### config.mk
export PLATFORM = sky130hd
export DESIGN_NAME = utf8_stream_decoder_core_flat
export DESIGN_NICKNAME = d
export VERILOG_FILES = /design/src/hdl/u8d_pkg.sv /design/src/hdl/u8d_if.sv /design/src/hdl/u8d_decode.sv /design/src/hdl/utf8_stream_decoder_core.sv /design/src/flat_wrapper.sv
export SDC_FILE = /design/constraint.sdc
export NUM_CORES = 1
export LEC_CHECK = 0
export BUFFER_PORTS_ARGS = -buffer_cell sky130_fd_sc_hd__buf_2
export CORE_MARGIN = 2
export CORE_UTILIZATION = 40
export DETAILED_ROUTE_END_ITERATION = 16
export REMOVE_ABC_BUFFERS = 1
export SLEW_MARGIN = 30
export SYNTH_ARGS = -nofsm -noshare
export SYNTH_HDL_FRONTEND = slang
export SYNTH_HIERARCHICAL = 1
export SYNTH_SLANG_ARGS = --single-unit
### constraint.sdc
create_clock -name clk_i -period 3.6 [get_ports clk_i]
set_input_delay 0.18 -clock clk_i [delete_from_list [all_inputs] [get_ports clk_i]]
set_output_delay 0.18 -clock clk_i [all_outputs]
set_load 0.02 [all_outputs]
### src/hdl/u8d_pkg.sv
`timescale 1ns / 1ps
// u8d_pkg: shared types, constants and the script classifier of the utf-8 decoder
// no dependencies

package u8d_pkg;

  localparam int unsigned CpWidth  = 21;
  localparam int unsigned LenWidth = 3;
  localparam int unsigned RemWidth = 2;

  // lead byte thresholds
  localparam logic [7:0] LeadTwo    = 8'h80;
  localparam logic [7:0] LeadThree  = 8'hE0;
  localparam logic [7:0] LeadFour   = 8'hF0;
  localparam logic [7:0] LeadBad    = 8'hF8;

  localparam logic [7:0] MaskTwo    = 8'h1F;
  localparam logic [7:0] MaskThree  = 8'h0F;
  localparam logic [7:0] MaskFour   = 8'h07;
  localparam logic [7:0] MaskCont   = 8'h3F;

  localparam logic [CpWidth-1:0] CpReplacement = 21'h00FFFD;

  typedef enum logic [3:0] {
    CLS_COMMON = 4'd0,
    CLS_LATIN  = 4'd1,
    CLS_GRK    = 4'd2,
    CLS_CYR    = 4'd3,
    CLS_HEB    = 4'd4,
    CLS_ARAB   = 4'd5,
    CLS_DEVA   = 4'd6,
    CLS_HIRA   = 4'd7,
    CLS_KATA   = 4'd8,
    CLS_CJK    = 4'd9,
    CLS_KOREAN = 4'd10,
    CLS_SMILEY = 4'd11
  } script_e;

  typedef struct packed {
    logic [CpWidth-1:0]  partial;
    logic [RemWidth-1:0] remaining;
    logic [LenWidth-1:0] cur_len;
  } seq_state_t;

  typedef struct packed {
    logic [CpWidth-1:0]  code_point;
    logic [LenWidth-1:0] seq_length;
    script_e             script_class;
    logic                bad_lead;
    logic                end_of_string;
  } char_res_t;

  function automatic script_e script_of(input logic [CpWidth-1:0] cp);
    script_e s;
    s = CLS_COMMON;
    if (cp < 21'h80) s = CLS_LATIN;
    else if (cp >= 21'h0370 && cp < 21'h0400) s = CLS_GRK;
    else if (cp >= 21'h0400 && cp < 21'h0530) s = CLS_CYR;
    else if (cp >= 21'h0590 && cp < 21'h0600) s = CLS_HEB;
    else if (cp >= 21'h0600 && cp < 21'h0700) s = CLS_ARAB;
    else if (cp >= 21'h3040 && cp < 21'h30A0) s = CLS_HIRA;
    else if (cp >= 21'h30A0 && cp < 21'h3100) s = CLS_KATA;
    else if (cp >= 21'h4E00 && cp < 21'hA000) s = CLS_CJK;
    else if (cp >= 21'hAC00 && cp < 21'hD7B0) s = CLS_KOREAN;
    else if (cp >= 21'h1F600 && cp < 21'h1F650) s = CLS_SMILEY;
    return s;
  endfunction

endpackage

### src/hdl/u8d_if.sv
`timescale 1ns / 1ps
// u8d_in_if / u8d_out_if: valid/ready channels of the utf-8 decoder
// no dependencies

interface u8d_in_if;
  logic       valid;
  logic       ready;
  logic [7:0] in_byte;

  modport source (output valid, output in_byte, input ready);
  modport sink   (input valid, input in_byte, output ready);
endinterface

interface u8d_out_if #(
  parameter int unsigned COUNT_WIDTH = 16
);
  logic                   valid;
  logic                   ready;
  logic [20:0]            code_point;
  logic [2:0]             seq_length;
  logic [3:0]             script_class;
  logic                   bad_lead;
  logic                   end_of_string;
  logic [COUNT_WIDTH-1:0] char_count;

  modport source (output valid, output code_point, output seq_length, output script_class,
                  output bad_lead, output end_of_string, output char_count, input ready);
  modport sink   (input valid, input code_point, input seq_length, input script_class,
                  input bad_lead, input end_of_string, input char_count, output ready);
endinterface

### src/hdl/u8d_decode.sv
`timescale 1ns / 1ps
// u8d_decode: per-byte decode step, next sequence state, counter and result
// depends on u8d_pkg

module u8d_decode #(
  parameter int unsigned COUNT_WIDTH = 16
) (
  input  logic [7:0]             byte_i,
  input  u8d_pkg::seq_state_t    state_i,
  input  logic [COUNT_WIDTH-1:0] count_i,
  output u8d_pkg::seq_state_t    state_o,
  output logic [COUNT_WIDTH-1:0] count_o,
  output logic                   res_valid_o,
  output u8d_pkg::char_res_t     res_o,
  output logic [COUNT_WIDTH-1:0] res_count_o
);
  import u8d_pkg::*;

  logic [COUNT_WIDTH-1:0] count_inc;
  logic [CpWidth-1:0]     shifted;
  logic [RemWidth-1:0]    rem_dec;

  // saturating increment
  assign count_inc = (count_i == {COUNT_WIDTH{1'b1}}) ? count_i
                                                      : count_i + COUNT_WIDTH'(1);
  assign shifted   = {state_i.partial[CpWidth-7:0], byte_i[5:0]};
  assign rem_dec   = state_i.remaining - RemWidth'(1);

  always_comb begin
    state_o                = state_i;
    count_o                = count_i;
    res_valid_o            = 1'b0;
    res_o.code_point       = '0;
    res_o.seq_length       = LenWidth'(1);
    res_o.script_class     = CLS_COMMON;
    res_o.bad_lead         = 1'b0;
    res_o.end_of_string    = 1'b0;
    res_count_o            = count_inc;

    if (state_i.remaining != '0) begin
      // continuation byte, not checked
      state_o.partial   = shifted;
      state_o.remaining = rem_dec;
      if (rem_dec == '0) begin
        res_valid_o        = 1'b1;
        res_o.code_point   = shifted;
        res_o.seq_length   = state_i.cur_len;
        res_o.script_class = script_of(shifted);
        count_o            = count_inc;
      end
    end else if (byte_i == 8'h00) begin
      // terminator reports the total and clears it
      res_valid_o         = 1'b1;
      res_o.end_of_string = 1'b1;
      res_count_o         = count_i;
      count_o             = '0;
    end else if (byte_i < LeadTwo) begin
      state_o.cur_len    = LenWidth'(1);
      res_valid_o        = 1'b1;
      res_o.code_point   = CpWidth'(byte_i);
      res_o.script_class = script_of(CpWidth'(byte_i));
      count_o            = count_inc;
    end else if (byte_i < LeadThree) begin
      state_o.partial   = CpWidth'(byte_i & MaskTwo);
      state_o.remaining = RemWidth'(1);
      state_o.cur_len   = LenWidth'(2);
    end else if (byte_i < LeadFour) begin
      state_o.partial   = CpWidth'(byte_i & MaskThree);
      state_o.remaining = RemWidth'(2);
      state_o.cur_len   = LenWidth'(3);
    end else if (byte_i < LeadBad) begin
      state_o.partial   = CpWidth'(byte_i & MaskFour);
      state_o.remaining = RemWidth'(3);
      state_o.cur_len   = LenWidth'(4);
    end else begin
      state_o.cur_len  = LenWidth'(1);
      res_valid_o      = 1'b1;
      res_o.code_point = CpReplacement;
      res_o.bad_lead   = 1'b1;
      count_o          = count_inc;
    end
  end

endmodule

### src/hdl/utf8_stream_decoder_core.sv
`timescale 1ns / 1ps
// utf8_stream_decoder_core: one byte per cycle utf-8 decoder with code point count
// depends on u8d_pkg, u8d_in_if, u8d_out_if, u8d_decode
// a taken byte is held in the input register, and its result is written to the output register when that byte advances
// throughput: one byte per cycle, set by the single decode step between input and result registers
// a result waiting in the output register stalls the input only once the held byte has a result too
// reset (asynchronous, active low) clears sequence state, the count and both valid flags

module utf8_stream_decoder_core #(
  parameter int unsigned COUNT_WIDTH = 16
) (
  input  logic         clk_i,
  input  logic         rst_ni,
  u8d_in_if.sink       in_i,
  u8d_out_if.source    out_o
);
  import u8d_pkg::*;

  logic                   in_valid_q;
  logic [7:0]             in_byte_q;
  seq_state_t             state_q, state_d;
  logic [COUNT_WIDTH-1:0] count_q, count_d;
  logic                   res_valid;
  char_res_t              res;
  logic [COUNT_WIDTH-1:0] res_count;
  logic                   out_valid_q;
  char_res_t              out_res_q;
  logic [COUNT_WIDTH-1:0] out_count_q;
  logic                   advance;

  u8d_decode #(.COUNT_WIDTH(COUNT_WIDTH)) u_decode (
    .byte_i      (in_byte_q),
    .state_i     (state_q),
    .count_i     (count_q),
    .state_o     (state_d),
    .count_o     (count_d),
    .res_valid_o (res_valid),
    .res_o       (res),
    .res_count_o (res_count)
  );

  // held byte moves on unless it makes a result and the output slot is full and not being read
  assign advance    = in_valid_q && (!res_valid || !out_valid_q || out_o.ready);
  assign in_i.ready = !in_valid_q || advance;

  always_ff @(posedge clk_i or negedge rst_ni) begin
    if (!rst_ni) begin
      in_valid_q  <= 1'b0;
      out_valid_q <= 1'b0;
      state_q     <= '0;
      count_q     <= '0;
    end else begin
      if (in_i.ready) begin
        in_valid_q <= in_i.valid;
      end
      if (advance) begin
        state_q <= state_d;
        count_q <= count_d;
      end
      if (advance && res_valid) begin
        out_valid_q <= 1'b1;
      end else if (out_o.ready) begin
        out_valid_q <= 1'b0;
      end
    end
  end

  always_ff @(posedge clk_i) begin
    if (in_i.ready && in_i.valid) begin
      in_byte_q <= in_i.in_byte;
    end
    if (advance && res_valid) begin
      out_res_q   <= res;
      out_count_q <= res_count;
    end
  end

  assign out_o.valid         = out_valid_q;
  assign out_o.code_point    = out_res_q.code_point;
  assign out_o.seq_length    = out_res_q.seq_length;
  assign out_o.script_class  = out_res_q.script_class;
  assign out_o.bad_lead      = out_res_q.bad_lead;
  assign out_o.end_of_string = out_res_q.end_of_string;
  assign out_o.char_count    = out_count_q;

  a_empty_ready: assert property (@(posedge clk_i) disable iff (!rst_ni)
    !in_valid_q |-> in_i.ready)
    else $error("input register empty but request refused");

  a_eos_shape: assert property (@(posedge clk_i) disable iff (!rst_ni)
    (out_valid_q && out_res_q.end_of_string) |->
      (out_res_q.code_point == '0 && out_res_q.seq_length == LenWidth'(1) &&
       !out_res_q.bad_lead))
    else $error("terminator result malformed");

  a_bad_lead: assert property (@(posedge clk_i) disable iff (!rst_ni)
    (out_valid_q && out_res_q.bad_lead) |->
      (out_res_q.code_point == CpReplacement && out_res_q.script_class == CLS_COMMON))
    else $error("bad lead without replacement character");

  a_count_clear: assert property (@(posedge clk_i) disable iff (!rst_ni)
    (advance && res_valid && res.end_of_string) |=> (count_q == '0))
    else $error("count not cleared after terminator");

  a_no_overwrite: assert property (@(posedge clk_i) disable iff (!rst_ni)
    (out_valid_q && !out_o.ready) |=> $stable(out_count_q) && out_valid_q)
    else $error("pending result overwritten");

endmodule
### src/flat_wrapper.sv
// flat-port wrapper written by rule: the top's interface ports become plain ports
module utf8_stream_decoder_core_flat import u8d_pkg::*;
#(
  parameter int unsigned COUNT_WIDTH = 16
)
  (clk_i, rst_ni, in_i_valid, in_i_in_byte, in_i_ready, out_o_valid, out_o_code_point, out_o_seq_length, out_o_script_class, out_o_bad_lead, out_o_end_of_string, out_o_char_count, out_o_ready);
  u8d_in_if in_i_i ();
  u8d_out_if #(.COUNT_WIDTH(COUNT_WIDTH)) out_o_i ();
  input  logic clk_i;
  input  logic rst_ni;
  input wire logic [$bits(in_i_i.valid)-1:0] in_i_valid;
  input wire logic [$bits(in_i_i.in_byte)-1:0] in_i_in_byte;
  output wire logic [$bits(in_i_i.ready)-1:0] in_i_ready;
  output wire logic [$bits(out_o_i.valid)-1:0] out_o_valid;
  output wire logic [$bits(out_o_i.code_point)-1:0] out_o_code_point;
  output wire logic [$bits(out_o_i.seq_length)-1:0] out_o_seq_length;
  output wire logic [$bits(out_o_i.script_class)-1:0] out_o_script_class;
  output wire logic [$bits(out_o_i.bad_lead)-1:0] out_o_bad_lead;
  output wire logic [$bits(out_o_i.end_of_string)-1:0] out_o_end_of_string;
  output wire logic [$bits(out_o_i.char_count)-1:0] out_o_char_count;
  input wire logic [$bits(out_o_i.ready)-1:0] out_o_ready;
  assign in_i_i.valid = in_i_valid;
  assign in_i_i.in_byte = in_i_in_byte;
  assign in_i_ready = in_i_i.ready;
  assign out_o_valid = out_o_i.valid;
  assign out_o_code_point = out_o_i.code_point;
  assign out_o_seq_length = out_o_i.seq_length;
  assign out_o_script_class = out_o_i.script_class;
  assign out_o_bad_lead = out_o_i.bad_lead;
  assign out_o_end_of_string = out_o_i.end_of_string;
  assign out_o_char_count = out_o_i.char_count;
  assign out_o_i.ready = out_o_ready;
  utf8_stream_decoder_core #(.COUNT_WIDTH(COUNT_WIDTH)) u_core (.clk_i(clk_i), .rst_ni(rst_ni), .in_i(in_i_i), .out_o(out_o_i));
endmodule
==> flow_summary.yaml <==
logic_synthesis:
  avgSynthCellArea_sq_um: 9.73
  yosys_warnings: 6
  syn_area_sq_um: 5860
  syn_inst: 602
grt:
  grt_pass1_vias: 4570
  grt_use_total_pct: 19.1
  antenna_found_initial: 0
  grt_pass1_wl_mm: 24.4
  grt_max_degree: 74
  grt_overflow: 0
cts:
  path_clk_slew_ps: 60
  worstSkewPairLatency_ps: 350
  cts_buffer_depth: 2
  cts-root-buf: "clkbuf_16"
  cts_tree: "built"
  cts_buffers: 9
  htreeDepth: 3
  ctsResizeCount: 0
  cts.sinks: 92
worst_setup_path:
  crit_path_start_kind: "register"
  worst-setup-path-type: "reg -> reg"
  arrival_ps: 2930
  worstPathCellList: "nand4_1 -> a31oi_4 -> o21a_1 -> o21ai_0 -> a21oi_1 -> nand2_1 -> o211ai_2"
  critPathMaxStageDelay_ps: 680
  cp_slowest_cell: "o21a_1"
  endpoint_kind: "register"
  cp_max_fo: 23
  crit_required_ps: 3870
route:
  route.vias.total: 4908
  drt_iter0_markers: 475
  avgViaCountPerCell: 6.04
  drc: 0
  drt.antenna.violating_nets: 0
  drt-pass1-iter-count: 8
  wl_per_cell_um: 18.6
  wl_mm: 15.1
cells_and_area:
  n_antenna_cell: 0
  mostFrequentLayoutCell: "nand2_1"
  finalInstanceArea_sq_um: 6440
  layout-drive-gt1-share_pct: 20.7
  n_fill_cell: 1385
  fin_nets: 636
  final_core_util_pct: 44.7
  layout_common_cells: "nand2_1 (88), buf_2 (58), edfxtp_1 (54), nand2b_1 (40)"
  area.growth.synth_to_final_pct: 9.99
power:
  p_switching_w: 0.00246
  power.density_nw_per_um2: 838
  power.internal_w: 0.00295
  power_frac_seq_pct: 37.8
  p_leak_nw: 2.55
  p_sw_share_pct: 45.5
  p_total_w: 0.00540
  combPwrFrac_pct: 44.8
  vdd_drop_max_mv: 0.464
  p_clk_share_pct: 17.4
sta:
  max_freq_mhz: 375
  hold_viol_final: 0
  maxSlewViolCount: 0
  whs_ps: 5.83
  rsz0062_at_grt: "no"
  slew_headroom_pct: 38.7
  post-route-period-util_pct: 74.1
  tightestPinTransition_ps: 917
  setup_viol: 0
  skew_ps: 6.97
  timing.final.crit_period_ps: 2670
status:
  status: "finished clean"
floorplan:
  fp.dieArea_sq_um: 15600
  start_util_pct: 40.6
  rows: 44
  core_area_sq_um: 14400
  die_w_um: 125
  ios: 60
  die_y_um: 125
worst_hold_path:
  hold_path_class: "in -> reg"
job:
  drv_cap: 0
placement:
  routabilityCongestion: 0.873
  io_buffers: 59
  hpwl_mm: 9.50
  placement.cell_area_sq_um: 6150
-- power by group through the flow --
stage                     clock network (W)  logic [W]  registers [W]
after CTS                          0.000954    0.00241        0.00203
after global routing               0.000996    0.00263        0.00211
after global placement                    0    0.00237        0.00203
final                              0.000939    0.00242        0.00204
after floorplan                           0    0.00134        0.00225
after detailed placement                  0    0.00240        0.00205
-- registers in the layout (all words and copies together), names as in the netlist --
signal / flops
u_core/state_q: 20
u_core/in_byte_q: 8
u_core/out_o.seq_length: 3
u_core/out_o.valid: 1
u_core/out_o.char_count: 16
u_core/out_o.code_point: 21
u_core/in_valid_q: 1
u_core/out_o.end_of_string: 1
u_core/count_q: 16
u_core/out_o.script_class: 4
u_core/out_o.bad_lead: 1
-- final timing paths --
path                                                from                             end  slack [ps]  depth (start not counted)
setup / recovery           u_core/in_byte_q[5]$_DFFE_PP_  u_core/count_q[15]$_DFFE_PN0P_         930                          7
hold / removal                           in_i_in_byte[1]   u_core/in_byte_q[1]$_DFFE_PP_           6                          1
setup reg to reg           u_core/in_byte_q[5]$_DFFE_PP_  u_core/count_q[15]$_DFFE_PN0P_         930                          7
hold reg to reg            u_core/state_q[0]$_DFFE_PN0P_   u_core/state_q[0]$_DFFE_PN0P_         570                          2
max in group asynchronous                         rst_ni  u_core/count_q[12]$_DFFE_PN0P_        2850                          2
min in group asynchronous                         rst_ni   u_core/count_q[8]$_DFFE_PN0P_         370                          2
-- per-layer routing --
metal	track usage [%]	routed length (um)
met5	0	0
met4	6.80	286
met3	2.48	958
met2	28.2	6690
met1	28.7	7150
-- critical path, delay by kind of cell, from the launching register on --
family	cells	cell delay (ps)
DFF	1	650
and+or+nand+nor	2	370
AOI/OAI and AO/OA	5	1550
-- through the flow --
step / instances / setup TNS, ps / worst slack [ps]
3_3_place_gp: 795 / 0 / 1010
6_report: 812 / 0 / 933
5_1_grt: 812 / 0 / 690
4_1_cts: 812 / 0 / 984
3_5_place_dp: 795 / 0 / 999
2_1_floorplan: 541 / -62640 / -1220
-- final cells by class --
class | instances | area (sq um) | share of cell area (%)
Clock buffer | 12 | 236 | 3.67
Clock inverter | 4 | 50.0 | 0.777
Inverter | 12 | 45.0 | 0.699
Multi-Input combinational cell | 437 | 2920 | 45.3
Sequential cell | 92 | 2570 | 39.9
Tap cell | 184 | 230 | 3.57
Timing Repair Buffer | 71 | 390 | 6.06
-- repair_timing --
item,4_1_cts,5_1_grt
buffers inserted,0,0
hold buffers,1,0
endpoints found under the hold margin,38,0
Note: power is estimated with default switching activity, not from simulation.
